--- src/hdl/xfd_pkg.sv ---
`timescale 1ns / 1ps
`default_nettype none
package xfd_pkg;

	// Payload bound as built (payload range 1..32), and the width of payload counts
	localparam int MAX_PAYLOAD_DEF = 32;
	localparam int CNT_W           = 7;

	// Shortest legal length byte: one payload byte plus length and checksum
	localparam logic [7:0] MIN_LEN = 8'd3;

	// Configuration register indexes
	localparam logic [1:0] REG_HDR0 = 2'd0;
	localparam logic [1:0] REG_HDR1 = 2'd1;
	localparam logic [1:0] REG_HDR2 = 2'd2;

	// Frame command handed from the parser to the drain side
	typedef struct packed {
		logic             err;   // checksum mismatch
		logic             bank;  // payload buffer half
		logic [CNT_W-1:0] len;   // payload bytes
	} cmd_t;

	// Drain side hands a buffer half back to the parser
	typedef struct packed {
		logic valid;
		logic bank;
	} rel_t;

	typedef enum logic [2:0] {
		FR_HDR0,
		FR_HDR1,
		FR_HDR2,
		FR_LEN,
		FR_PAY,
		FR_CHECK
	} fr_state_t;

	typedef enum logic [1:0] {
		BK_IDLE,
		BK_READ,
		BK_SHOW
	} bk_state_t;

endpackage
`default_nettype wire

--- src/hdl/xor_framed_rx_deframer_core.sv ---
// Receive side: accepts one byte per cycle while s_tready is high; s_tready drops only when
// the command queue is full or the payload buffer half to be filled is still draining.
// A good frame's command goes through the command queue to the drain side, which shows each
// payload byte on m_tvalid after a registered buffer read (BK_READ, then BK_SHOW until m_tready).
// A checksum error gives one result, which goes from BK_IDLE straight to BK_SHOW with no read.
// arst_n clears parser, queue and drain control and the header registers; no clearing pass.
`timescale 1ns / 1ps
`default_nettype none
module xor_framed_rx_deframer_core #(
	parameter int MAX_PAYLOAD = xfd_pkg::MAX_PAYLOAD_DEF
) (
	input  wire logic       clk,
	input  wire logic       arst_n,
	input  wire logic       s_tvalid,
	output logic            s_tready,
	input  wire logic [7:0] s_tdata,    // [7:0] rx_byte
	output logic            m_tvalid,
	input  wire logic       m_tready,
	output logic [7:0]      m_tdata,    // [7:0] out_byte
	output logic            m_tuser,    // [0] kind
	output logic            m_tlast,
	input  wire logic       cfg_we,
	input  wire logic [1:0] cfg_addr,
	input  wire logic [7:0] cfg_wdata
);
	import xfd_pkg::*;

	localparam int AW = $clog2(2*MAX_PAYLOAD);

	logic [7:0]    hdr0_q, hdr1_q, hdr2_q;
	logic          push, pop, fifo_full, head_valid;
	cmd_t          push_cmd, head_cmd;
	rel_t          rel;
	logic          wr_en, rd_en;
	logic [AW-1:0] wr_addr, rd_addr;
	logic [7:0]    wr_data, rd_data;

	// Header registers
	always_ff @(posedge clk or negedge arst_n) begin
		if (!arst_n) begin
			hdr0_q <= '0;
			hdr1_q <= '0;
			hdr2_q <= '0;
		end else if (cfg_we) begin
			unique case (cfg_addr)
				REG_HDR0: hdr0_q <= cfg_wdata;
				REG_HDR1: hdr1_q <= cfg_wdata;
				REG_HDR2: hdr2_q <= cfg_wdata;
				default:  ;
			endcase
		end
	end

	xfd_front #(.MAX_PAYLOAD(MAX_PAYLOAD)) u_front (
		.clk       (clk),
		.arst_n    (arst_n),
		.s_tvalid  (s_tvalid),
		.s_tready  (s_tready),
		.s_tdata   (s_tdata),
		.hdr0      (hdr0_q),
		.hdr1      (hdr1_q),
		.hdr2      (hdr2_q),
		.fifo_full (fifo_full),
		.push      (push),
		.cmd       (push_cmd),
		.rel       (rel),
		.wr_en     (wr_en),
		.wr_addr   (wr_addr),
		.wr_data   (wr_data)
	);

	xfd_cmd_fifo u_fifo (
		.clk        (clk),
		.arst_n     (arst_n),
		.push       (push),
		.push_cmd   (push_cmd),
		.full       (fifo_full),
		.pop        (pop),
		.head_valid (head_valid),
		.head_cmd   (head_cmd)
	);

	// Two halves: one filling while the other drains
	xfd_ram #(.WIDTH(8), .DEPTH(2*MAX_PAYLOAD)) u_ram (
		.clk     (clk),
		.wr_en   (wr_en),
		.wr_addr (wr_addr),
		.wr_data (wr_data),
		.rd_en   (rd_en),
		.rd_addr (rd_addr),
		.rd_data (rd_data)
	);

	xfd_back #(.MAX_PAYLOAD(MAX_PAYLOAD)) u_back (
		.clk        (clk),
		.arst_n     (arst_n),
		.head_valid (head_valid),
		.head_cmd   (head_cmd),
		.pop        (pop),
		.rd_en      (rd_en),
		.rd_addr    (rd_addr),
		.rd_data    (rd_data),
		.rel        (rel),
		.m_tvalid   (m_tvalid),
		.m_tready   (m_tready),
		.m_tdata    (m_tdata),
		.m_tuser    (m_tuser),
		.m_tlast    (m_tlast)
	);

	// Parser never pushes into a full queue
	a_no_overflow: assert property (@(posedge clk) disable iff (!arst_n)
		push |-> !fifo_full) else $error("command pushed into full queue");

	// Drain side pops only a present command
	a_no_underflow: assert property (@(posedge clk) disable iff (!arst_n)
		pop |-> head_valid) else $error("command popped from empty queue");

	// An error result is a single, final, zero-data transaction
	a_err_result: assert property (@(posedge clk) disable iff (!arst_n)
		(m_tvalid && m_tuser) |-> (m_tlast && m_tdata == 8'd0))
		else $error("malformed error result");

	// Buffer writes and reads never touch the same entry in one cycle
	a_no_rw_clash: assert property (@(posedge clk) disable iff (!arst_n)
		(wr_en && rd_en) |-> (wr_addr != rd_addr))
		else $error("payload buffer overwritten while draining");

endmodule
`default_nettype wire

--- src/hdl/xfd_ram.sv ---
`timescale 1ns / 1ps
`default_nettype none
module xfd_ram #(
	parameter int WIDTH = 8,
	parameter int DEPTH = 64
) (
	input  wire logic                     clk,
	input  wire logic                     wr_en,
	input  wire logic [$clog2(DEPTH)-1:0] wr_addr,
	input  wire logic [WIDTH-1:0]         wr_data,
	input  wire logic                     rd_en,
	input  wire logic [$clog2(DEPTH)-1:0] rd_addr,
	output logic      [WIDTH-1:0]         rd_data
);

	logic [WIDTH-1:0] mem [DEPTH];

	// One write port, one registered read port; read data holds between reads
	always_ff @(posedge clk) begin
		if (wr_en) begin
			mem[wr_addr] <= wr_data;
		end
		if (rd_en) begin
			rd_data <= mem[rd_addr];
		end
	end

endmodule
`default_nettype wire

--- src/hdl/xfd_front.sv ---
`timescale 1ns / 1ps
`default_nettype none
module xfd_front #(
	parameter int MAX_PAYLOAD = 32
) (
	input  wire logic                               clk,
	input  wire logic                               arst_n,
	input  wire logic                               s_tvalid,
	output logic                                    s_tready,
	input  wire logic [7:0]                         s_tdata,
	input  wire logic [7:0]                         hdr0,
	input  wire logic [7:0]                         hdr1,
	input  wire logic [7:0]                         hdr2,
	input  wire logic                               fifo_full,
	output logic                                    push,
	output xfd_pkg::cmd_t                           cmd,
	input  wire xfd_pkg::rel_t                      rel,
	output logic                                    wr_en,
	output logic [$clog2(2*MAX_PAYLOAD)-1:0]        wr_addr,
	output logic [7:0]                              wr_data
);
	import xfd_pkg::*;

	localparam int         AW      = $clog2(2*MAX_PAYLOAD);
	localparam logic [7:0] LEN_MAX = 8'(MAX_PAYLOAD + 2);

	fr_state_t        state_q, state_d;
	logic             bank_q;
	logic [1:0]       busy_q;
	logic [CNT_W-1:0] pay_len_q;
	logic [CNT_W-1:0] pay_cnt_q;
	logic [7:0]       xor_q;
	logic             acc;
	logic             len_bad;
	logic [1:0]       rel_mask;
	logic [1:0]       claim_mask;

	// Stall while the buffer half being filled is still draining, or no queue room
	assign s_tready = !busy_q[bank_q] && !fifo_full;
	assign acc      = s_tvalid && s_tready;
	assign len_bad  = (s_tdata < MIN_LEN) || (s_tdata > LEN_MAX);

	// Buffer halves released by the drain side and claimed by a good frame
	assign rel_mask   = {rel.valid && rel.bank, rel.valid && !rel.bank};
	assign claim_mask = {push && !cmd.err && bank_q, push && !cmd.err && !bank_q};

	// Next state
	always_comb begin
		state_d = state_q;
		unique case (state_q)
			FR_HDR0: if (acc) begin
				state_d = (s_tdata == hdr0) ? FR_HDR1 : FR_HDR0;
			end
			FR_HDR1: if (acc) begin
				state_d = (s_tdata == hdr1) ? FR_HDR2 : FR_HDR0;
			end
			FR_HDR2: if (acc) begin
				state_d = (s_tdata == hdr2) ? FR_LEN : FR_HDR0;
			end
			FR_LEN: if (acc) begin
				state_d = len_bad ? FR_HDR0 : FR_PAY;
			end
			FR_PAY: if (acc && (pay_cnt_q + CNT_W'(1) == pay_len_q)) begin
				state_d = FR_CHECK;
			end
			FR_CHECK: if (acc) begin
				state_d = FR_HDR0;
			end
			default: state_d = FR_HDR0;
		endcase
	end

	// Outputs: payload write and frame command
	always_comb begin
		wr_en    = acc && (state_q == FR_PAY);
		wr_addr  = (bank_q ? AW'(MAX_PAYLOAD) : AW'(0)) + AW'(pay_cnt_q);
		wr_data  = s_tdata;
		push     = acc && (state_q == FR_CHECK);
		cmd.err  = (s_tdata != xor_q);
		cmd.bank = bank_q;
		cmd.len  = pay_len_q;
	end

	always_ff @(posedge clk or negedge arst_n) begin
		if (!arst_n) begin
			state_q <= FR_HDR0;
		end else begin
			state_q <= state_d;
		end
	end

	// Frame bookkeeping
	always_ff @(posedge clk or negedge arst_n) begin
		if (!arst_n) begin
			bank_q    <= 1'b0;
			busy_q    <= '0;
			pay_len_q <= '0;
			pay_cnt_q <= '0;
			xor_q     <= '0;
		end else begin
			busy_q <= (busy_q & ~rel_mask) | claim_mask;
			if (acc && state_q == FR_LEN) begin
				xor_q     <= s_tdata;
				pay_len_q <= CNT_W'(s_tdata - 8'd2);
				pay_cnt_q <= '0;
			end
			if (acc && state_q == FR_PAY) begin
				xor_q     <= xor_q ^ s_tdata;
				pay_cnt_q <= pay_cnt_q + CNT_W'(1);
			end
			// a good frame moves on to the other half
			if (push && !cmd.err) begin
				bank_q <= !bank_q;
			end
		end
	end

endmodule
`default_nettype wire

--- src/hdl/xfd_cmd_fifo.sv ---
`timescale 1ns / 1ps
`default_nettype none
module xfd_cmd_fifo (
	input  wire logic          clk,
	input  wire logic          arst_n,
	input  wire logic          push,
	input  wire xfd_pkg::cmd_t push_cmd,
	output logic               full,
	input  wire logic          pop,
	output logic               head_valid,
	output xfd_pkg::cmd_t      head_cmd
);
	import xfd_pkg::*;

	cmd_t       entry_q [2];
	logic       wr_ptr_q;
	logic       rd_ptr_q;
	logic [1:0] cnt_q;

	assign full       = (cnt_q == 2'd2);
	assign head_valid = (cnt_q != 2'd0);
	assign head_cmd   = entry_q[rd_ptr_q];

	// Command entries
	always_ff @(posedge clk) begin
		if (push && !full) begin
			entry_q[wr_ptr_q] <= push_cmd;
		end
	end

	// Pointers and fill count
	always_ff @(posedge clk or negedge arst_n) begin
		if (!arst_n) begin
			wr_ptr_q <= 1'b0;
			rd_ptr_q <= 1'b0;
			cnt_q    <= '0;
		end else begin
			if (push && !full) begin
				wr_ptr_q <= !wr_ptr_q;
			end
			if (pop && head_valid) begin
				rd_ptr_q <= !rd_ptr_q;
			end
			unique case ({push && !full, pop && head_valid})
				2'b10:   cnt_q <= cnt_q + 2'd1;
				2'b01:   cnt_q <= cnt_q - 2'd1;
				default: cnt_q <= cnt_q;
			endcase
		end
	end

endmodule
`default_nettype wire

--- src/hdl/xfd_back.sv ---
`timescale 1ns / 1ps
`default_nettype none
module xfd_back #(
	parameter int MAX_PAYLOAD = 32
) (
	input  wire logic                        clk,
	input  wire logic                        arst_n,
	input  wire logic                        head_valid,
	input  wire xfd_pkg::cmd_t               head_cmd,
	output logic                             pop,
	output logic                             rd_en,
	output logic [$clog2(2*MAX_PAYLOAD)-1:0] rd_addr,
	input  wire logic [7:0]                  rd_data,
	output xfd_pkg::rel_t                    rel,
	output logic                             m_tvalid,
	input  wire logic                        m_tready,
	output logic [7:0]                       m_tdata,
	output logic                             m_tuser,
	output logic                             m_tlast
);
	import xfd_pkg::*;

	localparam int AW = $clog2(2*MAX_PAYLOAD);

	bk_state_t        state_q, state_d;
	cmd_t             cur_q;
	logic [CNT_W-1:0] k_q;
	logic             kind_q;
	logic             last_q;

	// Next state
	always_comb begin
		state_d = state_q;
		unique case (state_q)
			BK_IDLE: if (head_valid) begin
				state_d = head_cmd.err ? BK_SHOW : BK_READ;
			end
			BK_READ: state_d = BK_SHOW;
			BK_SHOW: if (m_tready) begin
				state_d = last_q ? BK_IDLE : BK_READ;
			end
			default: state_d = BK_IDLE;
		endcase
	end

	// Outputs: queue pop, buffer read, result and buffer release
	always_comb begin
		pop       = (state_q == BK_IDLE) && head_valid;
		rd_en     = (state_q == BK_READ);
		rd_addr   = (cur_q.bank ? AW'(MAX_PAYLOAD) : AW'(0)) + AW'(k_q);
		m_tvalid  = (state_q == BK_SHOW);
		m_tuser   = kind_q;
		m_tlast   = last_q;
		m_tdata   = kind_q ? 8'd0 : rd_data;
		rel.valid = (state_q == BK_SHOW) && m_tready && last_q && !kind_q;
		rel.bank  = cur_q.bank;
	end

	always_ff @(posedge clk or negedge arst_n) begin
		if (!arst_n) begin
			state_q <= BK_IDLE;
		end else begin
			state_q <= state_d;
		end
	end

	// Current command and result flags
	always_ff @(posedge clk or negedge arst_n) begin
		if (!arst_n) begin
			cur_q  <= '0;
			k_q    <= '0;
			kind_q <= 1'b0;
			last_q <= 1'b0;
		end else begin
			unique case (state_q)
				BK_IDLE: if (head_valid) begin
					cur_q  <= head_cmd;
					k_q    <= '0;
					kind_q <= head_cmd.err;
					last_q <= head_cmd.err;
				end
				BK_READ: begin
					kind_q <= 1'b0;
					last_q <= (k_q + CNT_W'(1) == cur_q.len);
				end
				BK_SHOW: if (m_tready) begin
					k_q <= k_q + CNT_W'(1);
				end
				default: ;
			endcase
		end
	end

endmodule
`default_nettype wire

--- config.mk ---
export PLATFORM = sky130hd
export DESIGN_NAME = xor_framed_rx_deframer_core
export DESIGN_NICKNAME = d
export VERILOG_FILES = /design/src/hdl/xfd_pkg.sv /design/src/hdl/xor_framed_rx_deframer_core.sv /design/src/hdl/xfd_ram.sv /design/src/hdl/xfd_front.sv /design/src/hdl/xfd_cmd_fifo.sv /design/src/hdl/xfd_back.sv
export SDC_FILE = /design/constraint.sdc
export NUM_CORES = 1
export LEC_CHECK = 0
export BUFFER_PORTS_ARGS = -buffer_cell sky130_fd_sc_hd__buf_2
export CORE_UTILIZATION = 45
export CTS_BUF_LIST = sky130_fd_sc_hd__clkbuf_8
export CTS_CLUSTER_SIZE = 24
export DETAILED_ROUTE_END_ITERATION = 16
export HOLD_SLACK_MARGIN = 0.06
export SYNTH_ARGS = -nofsm -noshare
export SYNTH_HDL_FRONTEND = slang
export SYNTH_SLANG_ARGS = --single-unit
--- constraint.sdc ---
create_clock -name clk -period 4.6 [get_ports clk]
set_input_delay 0.92 -clock clk [delete_from_list [all_inputs] [get_ports clk]]
set_output_delay 0.92 -clock clk [all_outputs]
set_load 0.03 [all_outputs]
Word level (Yosys, flattened, before mapping) --
Memory sizes are Yosys's and may differ from the RTL's. A register that Yosys moved wholly into a read port is not among the register bits. Cells that the tools add are included.
Storage, ports and cells: flip-flop bits (word level) 75, output and inout bits 12, memories 2, memory bits (writable) 530
Memory list:
- u_ram.mem | depth 64, width 8, rd ports 1, clocked after memory_dff 1, wr ports 1, line xfd_ram.sv:16 | logic [WIDTH-1:0] mem [DEPTH];
- u_fifo.entry_q | depth 2, width 9, rd ports 1, clocked after memory_dff 0, wr ports 1, line xfd_cmd_fifo.sv:15 | cmd_t entry_q [2];
Cells by class: $add $sub $neg 7, magnitude comparators 3, mux-type cells 36, bitwise logic cells 4, reductions and logical operators 42, eq/ne operators 26
Operators by type and width (number):
- 7-bit 2-to-1 mux | 4
- 8-bit equality test | 3
- 8-bit 2-to-1 mux | 3
- 3-bit 2-to-1 mux | 7
- 3-bit case mux with 6 select lines | 1
- 1-bit logical AND | 17
- 2-bit by 1-bit != test with 1-bit output (second input constant) | 8
- 7-bit by 1-bit adder with 7-bit output (second input constant) | 2
- 7-bit equality test | 2
- 7-bit case mux with 2 select lines | 1
- 6-bit adder | 2
- 6-bit 2-to-1 mux | 2
- 2-bit AND reduction | 6
- 2-bit 2-to-1 mux | 5
- 2-bit nonzero test | 5
- 1-bit 2-to-1 mux | 9
- 2-bit equality test (second input constant) | 4
- 8-bit by 6-bit > comparator with 1-bit output (second input constant) | 1
- 1-bit logical NOT | 8
- 8-bit by 2-bit less-than comparator with 1-bit output (second input constant) | 1
- 8-bit != test | 1
- 8-bit XOR | 1
- 7-bit by 2-bit subtractor with 7-bit output (second input constant) | 1
- 2-bit by 1-bit equality test with 1-bit output (second input constant) | 3
- 17 further kinds | 21

Longest topological paths before layout --
Gate-level depths: netlist of run 1.
word-level depth 9, gate-level depth with buffers 10

Modules after synthesis --
From an unflattened synthesis of run 1, not the netlist that was laid out.
Unflattened totals: cells, all modules 1389, area, all modules 25226.7 um^2
By module, submodules not included:
- xfd_ram | area an instance 20246.9 um^2, cells an instance 940, times used 1
- xfd_front | area an instance 2077.0 um^2, cells an instance 235, times used 1
- xfd_back | area an instance 1144.8 um^2, cells an instance 117, times used 1
- xor_framed_rx_deframer_core | area an instance 912.1 um^2, cells an instance 51, times used 1
- xfd_cmd_fifo | area an instance 845.8 um^2, cells an instance 46, times used 1

Worst setup path before layout of run 1 --
OpenSTA, ideal clock, no wires.
path type input port to flip-flop, start point in s_tvalid, end point mem u_ram.mem[16][0] (enable), stages 6, slack 1.691 ns, setup time 0.395 ns, buffers on the path 1, data required time 4.205 ns, arrival 2.515 ns, cell sequence and3_1 -> buf_2 -> nand2_1 -> nor3b_1 -> nand2_1 -> nor4_1
Between the ends: cells in the longest elaborated chain, start to end 4
Ends and longest elaborated chain:
- from (decl) | line xor_framed_rx_deframer_core.sv:14 | input wire logic s_tvalid,
- 1-bit logical AND | line xfd_front.sv:40 | assign acc = s_tvalid && s_tready;
- 1-bit logical AND | line xfd_front.sv:75 | wr_en = acc && (state_q == FR_PAY);
- 1-bit 2-to-1 mux | line xfd_ram.sv:20 | if (wr_en) begin
- 1-bit 2-to-1 mux (not written as such) | line xfd_ram.sv:21 | mem[wr_addr] <= wr_data;
- to (decl) | line xfd_ram.sv:16
Every way passes these cells.

Final worst setup path of run 1 --
start point reg u_front.bank_q, end point mem u_ram.mem[2][4] (enable)
Between the ends: cells in the longest elaborated chain, start to end 8
Ends and longest elaborated chain:
- from (decl) | line xfd_front.sv:28 | logic bank_q;
- from (signal assigned) | line xfd_front.sv:113 | bank_q <= !bank_q;
- 1-bit 2-to-1 mux (not written as such) (2 in series) | line xfd_front.sv:39 | assign s_tready = !busy_q[bank_q] && !fifo_full;
- 1-bit logical NOT | line xfd_front.sv:39
- 1-bit logical AND | line xfd_front.sv:39
- 1-bit logical AND | line xfd_front.sv:40
- 1-bit logical AND | line xfd_front.sv:75
- 1-bit 2-to-1 mux | line xfd_ram.sv:20
- 1-bit 2-to-1 mux (not written as such) | line xfd_ram.sv:21
Several ways; a longest one is shown, not always the timed one. The select of a mux whose other input is x is not followed.

==> impl_metrics.prom, run 1 <==
# TYPE chip_impl_metric gauge
chip_impl_info{name="result_of_the_run",value="finished, final reports clean"} 1
chip_impl_metric{name="detailed_place_hpwl",unit="mm"} 34.89
chip_impl_metric{name="synthesis.area",unit="um2"} 24780
chip_impl_info{name="post-synth-top-area-cell",value="sky130_fd_sc_hd__edfxtp_1"} 1
chip_impl_metric{name="area_growth_syn_to_layout",unit="%"} 11.86
chip_impl_metric{name="cts_repair_resize_count",unit=""} 0
chip_impl_info{name="cts_tree",value="yes"} 1
chip_impl_metric{name="ioPinCount",unit=""} 35
chip_impl_metric{name="chipHeight",unit="um"} 236.7
chip_impl_info{name="crit_path_start_kind",value="register"} 1
chip_impl_metric{name="global_route.overflow_total",unit=""} 0
chip_impl_info{name="synth.most_common_cell",value="sky130_fd_sc_hd__edfxtp_1"} 1
chip_impl_info{name="critical_path.startpoint",value="u_front.bank_q"} 1
chip_impl_metric{name="netlist-cell-type-count",unit=""} 51
chip_impl_metric{name="final.fill_count",unit=""} 4298
chip_impl_metric{name="cts_made_buffers",unit=""} 99
chip_impl_metric{name="avgViaCountPerCell",unit=""} 5.742
chip_impl_metric{name="worst_path_largest_cell_delay",unit="ps"} 830
chip_impl_metric{name="detail-route-antenna-nets",unit=""} 0
chip_impl_metric{name="power_density_over_cell_area",unit="nW/um2"} 438.8
chip_impl_metric{name="synth_sequential_area_ratio",unit="%"} 72.78
chip_impl_metric{name="max-clock-path-buffers",unit=""} 3
chip_impl_metric{name="clk_transition_reported_paths",unit="ps"} 60
chip_impl_info{name="hold_path.class",value="in -> async"} 1
chip_impl_metric{name="number_of_search_and_repair_iterations_in_the_first_detailed_routing_pass",unit=""} 5
chip_impl_info{name="rr_startpoint",value="u_front.bank_q"} 1
chip_impl_metric{name="fin_crit",unit="ps"} 3274
chip_impl_metric{name="nets",unit=""} 1427
chip_impl_metric{name="cts_hold_buffers",unit=""} 0
chip_impl_metric{name="p_switching",unit="uW"} 2858
chip_impl_metric{name="netlist_instances",unit=""} 1316
chip_impl_metric{name="report.final.hold_viol_count",unit=""} 0
chip_impl_metric{name="crit_buf_inv",unit=""} 1
chip_impl_info{name="worstSetupEndpointType",value="register"} 1
chip_impl_metric{name="first_global_vias",unit=""} 12371
chip_impl_metric{name="timing.max_cap.violations",unit=""} 0
chip_impl_metric{name="critical_path_peak_fanout",unit=""} 17
chip_impl_metric{name="power_report.internal_total",unit="uW"} 9305
chip_impl_metric{name="finalWeightedCongestion",unit=""} 0.8646
chip_impl_metric{name="required_time_of_the_worst_setup_path",unit="ps"} 4900
chip_impl_metric{name="top_area_cell_type_share_of_the_netlist_area",unit="%"} 65.20
chip_impl_metric{name="timing.final.max_slew_violations",unit=""} 0
chip_impl_metric{name="cts.sink_count",unit=""} 613
chip_impl_metric{name="clkLatencyLatePin",unit="ps"} 680
chip_impl_metric{name="std_cell_rows",unit=""} 85
chip_impl_info{name="synth.area.top_cells",value="sky130_fd_sc_hd__edfxtp_1 65%, sky130_fd_sc_hd__mux4_2 13%, sky130_fd_sc_hd__dfrtp_1 7.6%"} 1
chip_impl_info{name="crit_family",value="simple AND/OR/NAND/NOR gates"} 1
chip_impl_metric{name="track_usage",unit="%"} 20.53
chip_impl_metric{name="die_width",unit="um"} 236.7
chip_impl_metric{name="yosysWarnings",unit=""} 0
chip_impl_metric{name="fin_total_pwr",unit="uW"} 12160
chip_impl_info{name="timing.setup.critical_path_class",value="reg -> reg"} 1
chip_impl_metric{name="fmax",unit="MHz"} 305.5
chip_impl_metric{name="antenna_found_initial",unit=""} 4
chip_impl_metric{name="routed_wire_length_per_instance",unit="um"} 25.89
chip_impl_metric{name="number_of_enable_flip_flop_cells_after_synthesis",unit=""} 538
chip_impl_metric{name="worstSetupPathDepth",unit=""} 6
chip_impl_metric{name="fraction_of_final_layout_cells_sized_beyond_drive_strength_1",unit="%"} 25.59
chip_impl_metric{name="power.clock.fraction",unit="%"} 38.5
chip_impl_metric{name="p_sw_share",unit="%"} 23.50
chip_impl_metric{name="share_seq_of_total_power",unit="%"} 51.0
chip_impl_metric{name="final_min_period_over_clock_period",unit="%"} 71.17
chip_impl_metric{name="final.setup_skew",unit="ps"} 28.03
chip_impl_metric{name="fraction_of_synthesis_flops_using_an_asynchronous_set_or_reset_pin",unit="%"} 12.23
chip_impl_metric{name="critical_path_arrival",unit="ps"} 3570
chip_impl_metric{name="dr.first_iter.drc_count",unit=""} 1098
chip_impl_metric{name="tns",unit="ps"} 0
chip_impl_metric{name="drt-total-wl",unit="mm"} 56.36
chip_impl_metric{name="post_cts.repair.setup_buffers",unit=""} 0
chip_impl_info{name="rsz_0062_raised_after_global_routing",value="no"} 1
chip_impl_metric{name="ff2ff_path_depth",unit=""} 6
chip_impl_metric{name="power_leakage",unit="uW"} 0.009026
chip_impl_metric{name="setup_viol_count_final",unit=""} 0
chip_impl_metric{name="die_area",unit="um2"} 56000
chip_impl_metric{name="total_inserted_antenna_cells",unit=""} 0
chip_impl_metric{name="postSynthNetCount",unit=""} 1343
chip_impl_info{name="post_synth_most_frequent_cells",value="538 x sky130_fd_sc_hd__edfxtp_1, 147 x sky130_fd_sc_hd__mux4_2, 106 x sky130_fd_sc_hd__nor2_1"} 1
chip_impl_metric{name="comb_power_share",unit="%"} 10.5
chip_impl_metric{name="core_area",unit="um2"} 54130
chip_impl_info{name="critical_path.cell_chain",value="mux2i_1 > and3_1 > and2_1 > buf_4 > nand3_1 > nor2_1"} 1
chip_impl_metric{name="grt_max_degree",unit=""} 76
chip_impl_info{name="ctsRootBufferMaster",value="sky130_fd_sc_hd__clkbuf_8"} 1
chip_impl_metric{name="initial_core_util",unit="%"} 45.77
chip_impl_metric{name="worst-slew-pin-transition",unit="ps"} 1099
chip_impl_metric{name="layout.cell_area.non_filler",unit="um2"} 27720
chip_impl_metric{name="avg_cell_area_syn",unit="um2"} 18.83
chip_impl_metric{name="detailed_place.area",unit="um2"} 25730
chip_impl_metric{name="grt_first_pass_wirelength",unit="mm"} 83.56
chip_impl_info{name="synth-main-ff-cell",value="sky130_fd_sc_hd__edfxtp_1"} 1
chip_impl_metric{name="total_number_of_vias",unit=""} 12501
chip_impl_metric{name="clock_tree.htree_level_count",unit=""} 3
chip_impl_metric{name="numPortBuffers",unit=""} 34
chip_impl_info{name="worst_path_max_delay_cell",value="sky130_fd_sc_hd__nor2_1"} 1
chip_impl_metric{name="timing.slew.headroom",unit="%"} 26.60
chip_impl_metric{name="ir_worst_vdd",unit="mV"} 0.1787
chip_impl_metric{name="drt_drc_violations_left",unit=""} 0
chip_impl_metric{name="postSynthRegisterBits",unit=""} 613
## cells in the final DEF, fill, tap and decap left out, types with 16 or more instances in the layout
cell                       synthesis  layout
sky130_fd_sc_hd__mux2i_1          30      30
sky130_fd_sc_hd__buf_2            25      33
sky130_fd_sc_hd__buf_4            10      22
sky130_fd_sc_hd__dfrtp_1          75      71
sky130_fd_sc_hd__clkinv_1          0      18
sky130_fd_sc_hd__nor2_1          106     106
sky130_fd_sc_hd__nand2_1          38      38
sky130_fd_sc_hd__mux4_2          147     147
sky130_fd_sc_hd__inv_1             6      35
sky130_fd_sc_hd__edfxtp_1        538     538
sky130_fd_sc_hd__a21oi_1          32      32
sky130_fd_sc_hd__clkbuf_8          0     111
sky130_fd_sc_hd__xor2_1           45      45
sky130_fd_sc_hd__mux2_2           28      28
sky130_fd_sc_hd__nand3_1          16      16
sky130_fd_sc_hd__o21ai_0          23      23
sky130_fd_sc_hd__xnor2_1          25      25
sky130_fd_sc_hd__nor3_1           22      21
## per-layer routing
| metal | global-route usage [%] | share of wire [%] | vias to the layer above |
|---|---|---|---|
| met5 | 0 | 0.046 | - |
| met4 | 6.592 | 2.3 | 4 |
| met2 | 31.05 | 46 | 415 |
| li1 | - | - | 5459 |
| met3 | 4.418 | 6.6 | 97 |
| met1 | 29.85 | 45 | 6526 |
## power groups by stage
stage | Sequential, uW | Clock (uW) | Combinational, uW
2_1_floorplan | 6250 | 0 | 963
6_report | 6210 | 4680 | 1280
5_1_grt | 6220 | 5010 | 1360
3_5_place_dp | 6320 | 0 | 1300
3_3_place_gp | 6320 | 0 | 1290
4_1_cts | 6210 | 4780 | 1300
## kinds of logic (layout without fill, tap and decap cells)
logic type / after synthesis / in the layout / synth area share (%)
flip-flops: 613 / 613 / 72.78
AND/OR/NAND/NOR: 242 / 242 / 4.540
multiplexers: 207 / 207 / 15.94
AO/OA/AOI/OAI: 97 / 97 / 2.505
buffers and inverters: 83 / 248 / 1.565
XOR/XNOR: 70 / 70 / 2.474
adder cells (fa/ha/maj): 4 / 4 / 0.2020
## final cells by class
type,instances,area [um2],area share (%)
Timing Repair Buffer,60,430.4,1.553
Multi-Input combinational cell,620,6362,22.96
Tap cell,696,870.8,3.142
Sequential cell,613,18040,65.10
Clock buffer,111,1528,5.512
Inverter,6,22.52,0.08126
Clock inverter,71,460.4,1.661
## worst paths after layout
kind / end / slack, ps
setup / recovery: u_ram.mem[2][4] / 1330
max in group asynchronous: u_back.k_q[0] / 3370
hold / removal: u_back.state_q[0] / 410
hold reg to reg: u_fifo.wr_ptr_q / 500
min in group clk: u_fifo.wr_ptr_q / 500
setup reg to reg: u_ram.mem[2][4] / 1330
## through the flow
step / hold WS (ps) / worst slack (ps) / utilization [%] / std cells
after detailed placement: 490.8 / 1146 / 47.53 / 1995
after global placement: 483.5 / 1240 / 47.53 / 1995
final: 412.1 / 1326 / 51.20 / 2177
after global routing: 453.9 / 1101 / 51.20 / 2177
after CTS: 399.9 / 1318 / 51.20 / 2177
after floorplan: 436.8 / 1691 / - / 1316
## flip-flops by register name, indices dropped and copies added (netlist names), 8 cells and up
| name | cells |
|---|---|
| u_ram.rd_data | 8 |
| u_ram.mem | 512 |
| u_front.xor_q | 8 |
| hdr0_q | 8 |
| u_fifo.entry_q | 18 |
| hdr2_q | 8 |
| hdr1_q | 8 |
No activity file was read; power rests on OpenSTA's default activity.
==> inputs of run 2 (changes only) <==
==> constraint.sdc (replaced) <==
create_clock -name clk -period 2.8 [get_ports clk]
set_input_delay 0.56 -clock clk [delete_from_list [all_inputs] [get_ports clk]]
set_output_delay 0.56 -clock clk [all_outputs]
set_load 0.03 [all_outputs]
==> impl_metrics.prom, run 2 (synthesis gave the netlist of run 1 again) <==
# TYPE chip_impl_metric gauge
chip_impl_info{name="result_of_the_run",value="finished, final reports clean"} 1
chip_impl_metric{name="ff2ff_path_depth",unit=""} 5
chip_impl_metric{name="critical_path_peak_fanout",unit=""} 23
chip_impl_metric{name="area_growth_syn_to_layout",unit="%"} 15.07
chip_impl_metric{name="ioPinCount",unit=""} 35
chip_impl_info{name="worst_hold_startpoint",value="cfg_wdata[0]"} 1
chip_impl_metric{name="timing.slew.headroom",unit="%"} 47.85
chip_impl_metric{name="finalWeightedCongestion",unit=""} 0.8008
chip_impl_metric{name="antenna_found_initial",unit=""} 5
chip_impl_info{name="rr_startpoint",value="u_back.k_q[0]"} 1
chip_impl_metric{name="post-route-worst-setup-slack",unit="ps"} 157.0
chip_impl_info{name="worstSetupEndpointType",value="register"} 1
chip_impl_metric{name="report.final.hold_viol_count",unit=""} 0
chip_impl_metric{name="pre_cts_ws",unit="ps"} -150.2
chip_impl_metric{name="number_of_search_and_repair_iterations_in_the_first_detailed_routing_pass",unit=""} 5
chip_impl_metric{name="drt-total-wl",unit="mm"} 58.26
chip_impl_info{name="timing.setup.critical_path_class",value="reg -> reg"} 1
chip_impl_metric{name="required_time_of_the_worst_setup_path",unit="ps"} 3180
chip_impl_metric{name="comb_power_share",unit="%"} 12.1
chip_impl_metric{name="avgViaCountPerCell",unit=""} 5.637
chip_impl_info{name="largest_register",value="u_ram.mem"} 1
chip_impl_metric{name="dr.first_iter.drc_count",unit=""} 1196
chip_impl_metric{name="max-clock-path-buffers",unit=""} 3
chip_impl_metric{name="worst-slew-pin-transition",unit="ps"} 782.2
chip_impl_info{name="terminus_of_the_critical_flop_to_flop_path",value="u_ram.rd_data[7]"} 1
chip_impl_info{name="rsz_0062_raised_after_global_routing",value="yes"} 1
chip_impl_metric{name="grt_max_degree",unit=""} 68
chip_impl_metric{name="post_layout_nonfiller_instances",unit=""} 2284
chip_impl_info{name="hold_path_end",value="hdr2_q[0]"} 1
chip_impl_info{name="critical_path.cell_chain",value="buf_12 > mux4_2 > mux4_2 > nor3_1 > nor3_1"} 1
chip_impl_metric{name="p_switching",unit="uW"} 4637
chip_impl_metric{name="core_area",unit="um2"} 54130
chip_impl_metric{name="finalHoldWorstSlack",unit="ps"} 152.2
chip_impl_metric{name="fmax",unit="MHz"} 378.4
chip_impl_metric{name="setup_viol_count_final",unit=""} 0
chip_impl_info{name="most-common-layout-cells",value="538 x sky130_fd_sc_hd__edfxtp_1, 147 x sky130_fd_sc_hd__mux4_2, 125 x sky130_fd_sc_hd__buf_4, 109 x sky130_fd_sc_hd__clkbuf_8, 106 x sky130_fd_sc_hd__nor2_1"} 1
chip_impl_metric{name="p_sw_share",unit="%"} 23.33
chip_impl_metric{name="worst_path_largest_cell_delay",unit="ps"} 560
chip_impl_metric{name="final_util",unit="%"} 52.67
chip_impl_metric{name="numPortBuffers",unit=""} 34
chip_impl_metric{name="routed_wire_length_per_instance",unit="um"} 25.51
chip_impl_metric{name="timing.max_cap.violations",unit=""} 0
chip_impl_metric{name="ir_worst_vdd",unit="mV"} 0.3647
chip_impl_metric{name="initial_core_util",unit="%"} 45.77
chip_impl_metric{name="cell_count_post_placement",unit=""} 2098
chip_impl_metric{name="nets",unit=""} 1535
chip_impl_metric{name="drt_drc_violations_left",unit=""} 0
chip_impl_info{name="leading_cell_type_in_the_layout_fill_and_taps_excluded",value="sky130_fd_sc_hd__edfxtp_1"} 1
chip_impl_metric{name="total_number_of_vias",unit=""} 12874
chip_impl_metric{name="die_width",unit="um"} 236.7
chip_impl_metric{name="fraction_of_final_layout_cells_sized_beyond_drive_strength_1",unit="%"} 30.26
chip_impl_metric{name="cts_made_buffers",unit=""} 98
chip_impl_metric{name="track_usage",unit="%"} 21.32
chip_impl_metric{name="grt_first_pass_wirelength",unit="mm"} 86.85
chip_impl_metric{name="fin_crit",unit="ps"} 2643
chip_impl_metric{name="largest_register_ff_count",unit=""} 512
chip_impl_metric{name="clock_tree.htree_level_count",unit=""} 3
chip_impl_metric{name="critical_path_arrival",unit="ps"} 3030
chip_impl_metric{name="min_delay_path_depth",unit=""} 2
chip_impl_info{name="crit_path_start_kind",value="register"} 1
chip_impl_metric{name="global_route.overflow_total",unit=""} 0
chip_impl_metric{name="fin_total_pwr",unit="uW"} 19880
chip_impl_info{name="cts_tree",value="yes"} 1
chip_impl_metric{name="cts.sink_count",unit=""} 613
chip_impl_metric{name="die_area",unit="um2"} 56000
chip_impl_metric{name="power_density_over_cell_area",unit="nW/um2"} 697.1
chip_impl_metric{name="chipHeight",unit="um"} 236.7
chip_impl_metric{name="timing.final.max_slew_violations",unit=""} 0
chip_impl_info{name="hold_path.class",value="in -> reg"} 1
chip_impl_metric{name="final_min_period_over_clock_period",unit="%"} 94.39
chip_impl_metric{name="first_global_vias",unit=""} 13105
chip_impl_metric{name="power_report.internal_total",unit="uW"} 15240
chip_impl_info{name="ctsRootBufferMaster",value="sky130_fd_sc_hd__clkbuf_8"} 1
chip_impl_metric{name="detailed_place_hpwl",unit="mm"} 36.81
chip_impl_metric{name="power_leakage",unit="uW"} 0.009627
chip_impl_metric{name="detail-route-antenna-nets",unit=""} 0
chip_impl_info{name="worst_path_max_delay_cell",value="sky130_fd_sc_hd__nor3_1"} 1
chip_impl_metric{name="power.clock.fraction",unit="%"} 37.0
chip_impl_metric{name="share_seq_of_total_power",unit="%"} 51.0
chip_impl_metric{name="clkLatencyLatePin",unit="ps"} 670
chip_impl_metric{name="std_cell_rows",unit=""} 85
chip_impl_metric{name="final.setup_skew",unit="ps"} 28.75
chip_impl_metric{name="r2r_setup_slack",unit="ps"} 160
chip_impl_metric{name="clk_transition_reported_paths",unit="ps"} 60
chip_impl_info{name="registers_with_the_most_flip_flops",value="u_ram.mem (512), u_fifo.entry_q (18)"} 1
==> run 2: timing repair <==
item | CTS | global route
gates resized for setup | 0 | 3
hold buffers | 1 | 0
setup endpoints to repair | 3 | 34
endpoints found under the hold margin | 45 | 0
setup buffers | 5 | 0
gates cloned | 0 | 0
==> run 2: power groups by stage <==
stage | Clock (uW) | Sequential, uW | Combinational, uW
after floorplan | 0 | 10300 | 1580
after global placement | 0 | 10400 | 2260
after detailed placement | 0 | 10400 | 2290
after CTS | 7520 | 10100 | 2450
after global routing | 7910 | 10100 | 2560
final | 7350 | 10100 | 2400
==> run 2: metrics by stage <==
stage	instance area, um2	TNS, ps
final	28510	0
after global routing	28510	-214.2
after detailed placement	26550	-275.3
after CTS	28490	0
after global placement	26550	-250.9
after floorplan	24780	0
==> run 2: area by class of cell <==
cell class,count,area [um2]
diodes,2,5.005
clock buffers,109,1500
clock inverters,69,381.6
fillers,4313,25620
inverters,6,22.52
multi-input cells,620,6375
flip-flops and latches,613,18040
well taps,696,870.8
repair buffers,169,1314
==> run 2: how the worst max path moves through the flow <==
stage               cells past startpoint                to            from  slack (ps)
floorplan                               8  u_ram.mem[16][0]  u_front.bank_q          40
global placement                        7  u_ram.rd_data[2]   u_back.k_q[0]        -140
detailed placement                      7  u_ram.rd_data[2]   u_back.k_q[0]        -150
CTS                                     7  u_ram.mem[16][0]  u_front.bank_q         130
global route                            7  u_ram.mem[48][6]  u_front.bank_q         -40
finish                                  5  u_ram.rd_data[7]   u_back.k_q[0]         160
==> run 2: per-layer routing <==
layer  wire, um  track usage, %
met1      24760           29.69
met2      27860           33.49
met3       4526           5.129
met4       1075           6.297
met5         41               0
==> run 2: critical path, delay by kind of cell, from the launching register on <==
kind / cells / cell delay (ps)
muxes: 2 / 1000
and+or+nand+nor: 2 / 660
DFF: 1 / 460
buffers and inverters: 1 / 210
==> inputs of run 3 (changes only) <==
--- a/config.mk
+++ b/config.mk
@@ -5,6 +5,7 @@
 export SDC_FILE = /design/constraint.sdc
 export NUM_CORES = 1
 export LEC_CHECK = 0
+export ABC_AREA = 1
 export BUFFER_PORTS_ARGS = -buffer_cell sky130_fd_sc_hd__buf_2
 export CORE_UTILIZATION = 45
 export CTS_BUF_LIST = sky130_fd_sc_hd__clkbuf_8
==> impl_metrics.prom, run 3 <==
# TYPE chip_impl_metric gauge
chip_impl_metric{name="timing.slew.headroom",unit="%"} 37.94
chip_impl_metric{name="netlist-cell-type-count",unit=""} 34
chip_impl_info{name="rr_startpoint",value="u_front.bank_q"} 1
chip_impl_info{name="post_synth_most_frequent_cells",value="538 x sky130_fd_sc_hd__edfxtp_1, 501 x sky130_fd_sc_hd__nor2_1, 267 x sky130_fd_sc_hd__nand3_1"} 1
chip_impl_info{name="worstSetupEndpointType",value="register"} 1
chip_impl_metric{name="die_width",unit="um"} 241.7
chip_impl_metric{name="worst-slew-pin-transition",unit="ps"} 930.9
chip_impl_info{name="hold_path.class",value="in -> reg"} 1
chip_impl_metric{name="number_of_search_and_repair_iterations_in_the_first_detailed_routing_pass",unit=""} 5
chip_impl_metric{name="ioPinCount",unit=""} 35
chip_impl_metric{name="post_cts.repair.setup_buffers",unit=""} 0
chip_impl_metric{name="core_area",unit="um2"} 56600
chip_impl_metric{name="finalWeightedCongestion",unit=""} 0.8564
chip_impl_metric{name="routed_wire_length_per_instance",unit="um"} 20.59
chip_impl_metric{name="grt_first_pass_wirelength",unit="mm"} 102.5
chip_impl_metric{name="std_cell_rows",unit=""} 87
chip_impl_metric{name="global_route.overflow_total",unit=""} 0
chip_impl_metric{name="detailed_place_hpwl",unit="mm"} 40.91
chip_impl_metric{name="cts_hold_buffers",unit=""} 1
chip_impl_info{name="ctsRootBufferMaster",value="sky130_fd_sc_hd__clkbuf_8"} 1
chip_impl_metric{name="post_synth_mux_area_share",unit="%"} 0
chip_impl_metric{name="clock_tree.htree_level_count",unit=""} 3
chip_impl_metric{name="synth_compound_gate_area_share",unit="%"} 7.000
chip_impl_metric{name="synth-adder-area-share",unit="%"} 0.1936
chip_impl_info{name="leading_cell_type_in_the_layout_fill_and_taps_excluded",value="sky130_fd_sc_hd__edfxtp_1"} 1
chip_impl_metric{name="postSynthNetCount",unit=""} 2335
chip_impl_metric{name="fmax",unit="MHz"} 410.5
chip_impl_metric{name="power_density_over_cell_area",unit="nW/um2"} 850.7
chip_impl_metric{name="initial_core_util",unit="%"} 45.66
chip_impl_metric{name="clk_transition_reported_paths",unit="ps"} 60
chip_impl_metric{name="max-clock-path-buffers",unit=""} 3
chip_impl_metric{name="report.final.hold_viol_count",unit=""} 0
chip_impl_metric{name="fraction_of_final_layout_cells_sized_beyond_drive_strength_1",unit="%"} 12.33
chip_impl_info{name="critical_path.startpoint",value="u_front.bank_q"} 1
chip_impl_info{name="largest_register",value="u_ram.mem"} 1
chip_impl_metric{name="drt_drc_violations_left",unit=""} 0
chip_impl_metric{name="synthSimpleGateAreaFrac",unit="%"} 17.47
chip_impl_metric{name="xor_xnor_share_of_the_synthesized_area",unit="%"} 1.254
chip_impl_metric{name="nets",unit=""} 2465
chip_impl_info{name="timing.setup.critical_path_class",value="reg -> reg"} 1
chip_impl_metric{name="avgViaCountPerCell",unit=""} 5.381
chip_impl_metric{name="synthesis.area",unit="um2"} 25850
chip_impl_metric{name="final.fill_count",unit=""} 5033
chip_impl_metric{name="cell_count_post_placement",unit=""} 3091
chip_impl_metric{name="grt_max_degree",unit=""} 71
chip_impl_info{name="post-synth-top-area-cell",value="sky130_fd_sc_hd__edfxtp_1"} 1
chip_impl_info{name="critical_path.endpoint",value="u_ram.mem[45][3]"} 1
chip_impl_metric{name="min_delay_path_depth",unit=""} 4
chip_impl_info{name="cts_tree",value="yes"} 1
chip_impl_info{name="rsz_0062_raised_after_global_routing",value="no"} 1
chip_impl_metric{name="timing.final.max_slew_violations",unit=""} 0
chip_impl_metric{name="ir_worst_vdd",unit="mV"} 0.4259
chip_impl_metric{name="dr.first_iter.drc_count",unit=""} 1850
chip_impl_metric{name="track_usage",unit="%"} 23.14
chip_impl_info{name="most-common-layout-cells",value="538 x sky130_fd_sc_hd__edfxtp_1, 501 x sky130_fd_sc_hd__nor2_1, 267 x sky130_fd_sc_hd__nand3_1, 264 x sky130_fd_sc_hd__nand2_1, 201 x sky130_fd_sc_hd__o21ai_0"} 1
chip_impl_metric{name="clkLatencyLatePin",unit="ps"} 690
chip_impl_metric{name="avg_cell_area_syn",unit="um2"} 11.20
chip_impl_metric{name="ff2ff_path_depth",unit=""} 8
chip_impl_metric{name="die_area",unit="um2"} 58400
chip_impl_metric{name="power_leakage",unit="uW"} 0.01079
chip_impl_metric{name="numPortBuffers",unit=""} 34
chip_impl_info{name="registers_with_the_most_flip_flops",value="u_ram.mem (512), u_fifo.entry_q (18)"} 1
chip_impl_metric{name="cts_repair_resize_count",unit=""} 0
chip_impl_metric{name="fin_crit",unit="ps"} 2436
chip_impl_metric{name="critical_path_peak_fanout",unit=""} 8
chip_impl_metric{name="critical_path_arrival",unit="ps"} 2820
chip_impl_metric{name="fraction_of_synthesis_flops_using_an_asynchronous_set_or_reset_pin",unit="%"} 12.23
chip_impl_metric{name="final_min_period_over_clock_period",unit="%"} 87.00
chip_impl_metric{name="yosysWarnings",unit=""} 0
chip_impl_metric{name="antenna_found_initial",unit=""} 5
chip_impl_metric{name="first_global_vias",unit=""} 17321
chip_impl_metric{name="synth_sequential_area_ratio",unit="%"} 69.77
chip_impl_metric{name="area_growth_syn_to_layout",unit="%"} 13.39
chip_impl_metric{name="postSynthRegisterBits",unit=""} 613
chip_impl_metric{name="tns",unit="ps"} 0
chip_impl_info{name="synth-main-ff-cell",value="sky130_fd_sc_hd__edfxtp_1"} 1
chip_impl_metric{name="total_number_of_vias",unit=""} 17612
chip_impl_info{name="crit_path_start_kind",value="register"} 1
chip_impl_metric{name="timing.max_cap.violations",unit=""} 0
chip_impl_metric{name="final.setup_skew",unit="ps"} 30.86
chip_impl_metric{name="r2r_setup_slack",unit="ps"} 360
chip_impl_metric{name="top_area_cell_type_share_of_the_netlist_area",unit="%"} 62.51
chip_impl_metric{name="largest_register_ff_count",unit=""} 512
chip_impl_metric{name="netlist_instances",unit=""} 2308
chip_impl_info{name="synth.most_common_cell",value="sky130_fd_sc_hd__edfxtp_1"} 1
chip_impl_metric{name="cts.sink_count",unit=""} 613
chip_impl_metric{name="post_layout_nonfiller_instances",unit=""} 3273
chip_impl_metric{name="number_of_enable_flip_flop_cells_after_synthesis",unit=""} 538
chip_impl_metric{name="setup_viol_count_final",unit=""} 0
chip_impl_metric{name="detail-route-antenna-nets",unit=""} 0
chip_impl_info{name="terminus_of_the_critical_flop_to_flop_path",value="u_ram.mem[45][3]"} 1
chip_impl_metric{name="chipHeight",unit="um"} 241.7
chip_impl_info{name="result_of_the_run",value="finished, final reports clean"} 1
chip_impl_metric{name="cts_made_buffers",unit=""} 100
chip_impl_info{name="synth_top_family_by_area",value="simple AND/OR/NAND/NOR gates"} 1
chip_impl_metric{name="drt-total-wl",unit="mm"} 67.39
chip_impl_metric{name="required_time_of_the_worst_setup_path",unit="ps"} 3180
chip_impl_info{name="synth.area.top_cells",value="sky130_fd_sc_hd__edfxtp_1 63%, sky130_fd_sc_hd__nor2_1 7.3%, sky130_fd_sc_hd__dfrtp_1 7.3%"} 1
-- run 3: cell types whose count changed after synthesis, moves of 30 or more --
cell                       delta
sky130_fd_sc_hd__inv_1      +108
sky130_fd_sc_hd__nand2_1    +226
sky130_fd_sc_hd__o21ai_0    +178
sky130_fd_sc_hd__o21ai_1     +38
sky130_fd_sc_hd__o211ai_1    +53
sky130_fd_sc_hd__nand3_1    +251
sky130_fd_sc_hd__mux4_2     -147
sky130_fd_sc_hd__nor2_1     +395
sky130_fd_sc_hd__mux2i_1     -30
-- run 3: area by class of cell --
cell class              count  area, um2  area share (%)
flip-flops and latches    613      18040           61.56
multi-input cells        1448       6703           22.87
clock buffers             113       1555           5.307
repair buffers            153       1269           4.329
well taps                 756      945.9           3.228
inverters                 122      465.4           1.588
clock inverters            66      321.6           1.097
diodes                      2      5.005         0.01708
-- run 3: cell families (layout without fill, tap and decap cells) --
family | after synthesis | in the layout
DFF | 613 | 613
xor gates and xnor gates | 37 | 37
and+or+nand+nor | 1080 | 1080
AOI/OAI and AO/OA | 327 | 327
adders and majority gates | 4 | 4
other | 0 | 2
buffers and inverters | 247 | 454
-- run 3: power breakdown --
group / total, uW / internal (uW) / switching (uW)
logic: 6750 / 2160 / 4590
registers: 10800 / 10400 / 387
clock network: 7350 / 3850 / 3500
-- run 3: how the worst min path moves through the flow --
stage                        endpoint             from  slack, ps
detailed placement          hdr2_q[0]        hdr2_q[0]        490
finish              u_back.state_q[1]         m_tready        180
CTS                 u_back.state_q[1]         m_tready        110
floorplan                   hdr0_q[0]           arst_n        260
global placement      u_fifo.cnt_q[1]  u_fifo.cnt_q[1]        480
global route        u_back.state_q[1]         m_tready        170
-- run 3: through the flow --
step / hold slack, ps / total power (uW) / instance area (um2) / utilization, % / setup slack [ps]
after detailed placement: 493.4 / 17730 / 27410 / 48.43 / 403.6
final: 178.4 / 24930 / 29310 / 51.77 / 363.9
after global placement: 483.4 / 17620 / 27410 / 48.43 / 488.7
after floorplan: 264.4 / 15600 / 25850 / - / 807.4
after global routing: 167.7 / 26260 / 29300 / 51.77 / 299.6
after CTS: 114.1 / 25060 / 29300 / 51.76 / 358.7
-- run 3: critical path, cell delays in order (launching register included) --
cell                      delay [ps]
sky130_fd_sc_hd__dfrtp_1         450
sky130_fd_sc_hd__inv_2           100
sky130_fd_sc_hd__nand2_1         100
sky130_fd_sc_hd__nand4_2         220
sky130_fd_sc_hd__nor2_4          320
sky130_fd_sc_hd__nand2_2         200
sky130_fd_sc_hd__buf_4           210
sky130_fd_sc_hd__nor2_1          280
sky130_fd_sc_hd__buf_4           250
-- run 3: metal layers --
layer / share of wire [%] / GRT usage [%] / wire, um
met5: 0 / 0 / 0
met3: 6.8 / 4.506 / 4563
met2: 46 / 36.65 / 31290
met1: 44 / 31.61 / 29360
met4: 3.2 / 8.842 / 2175
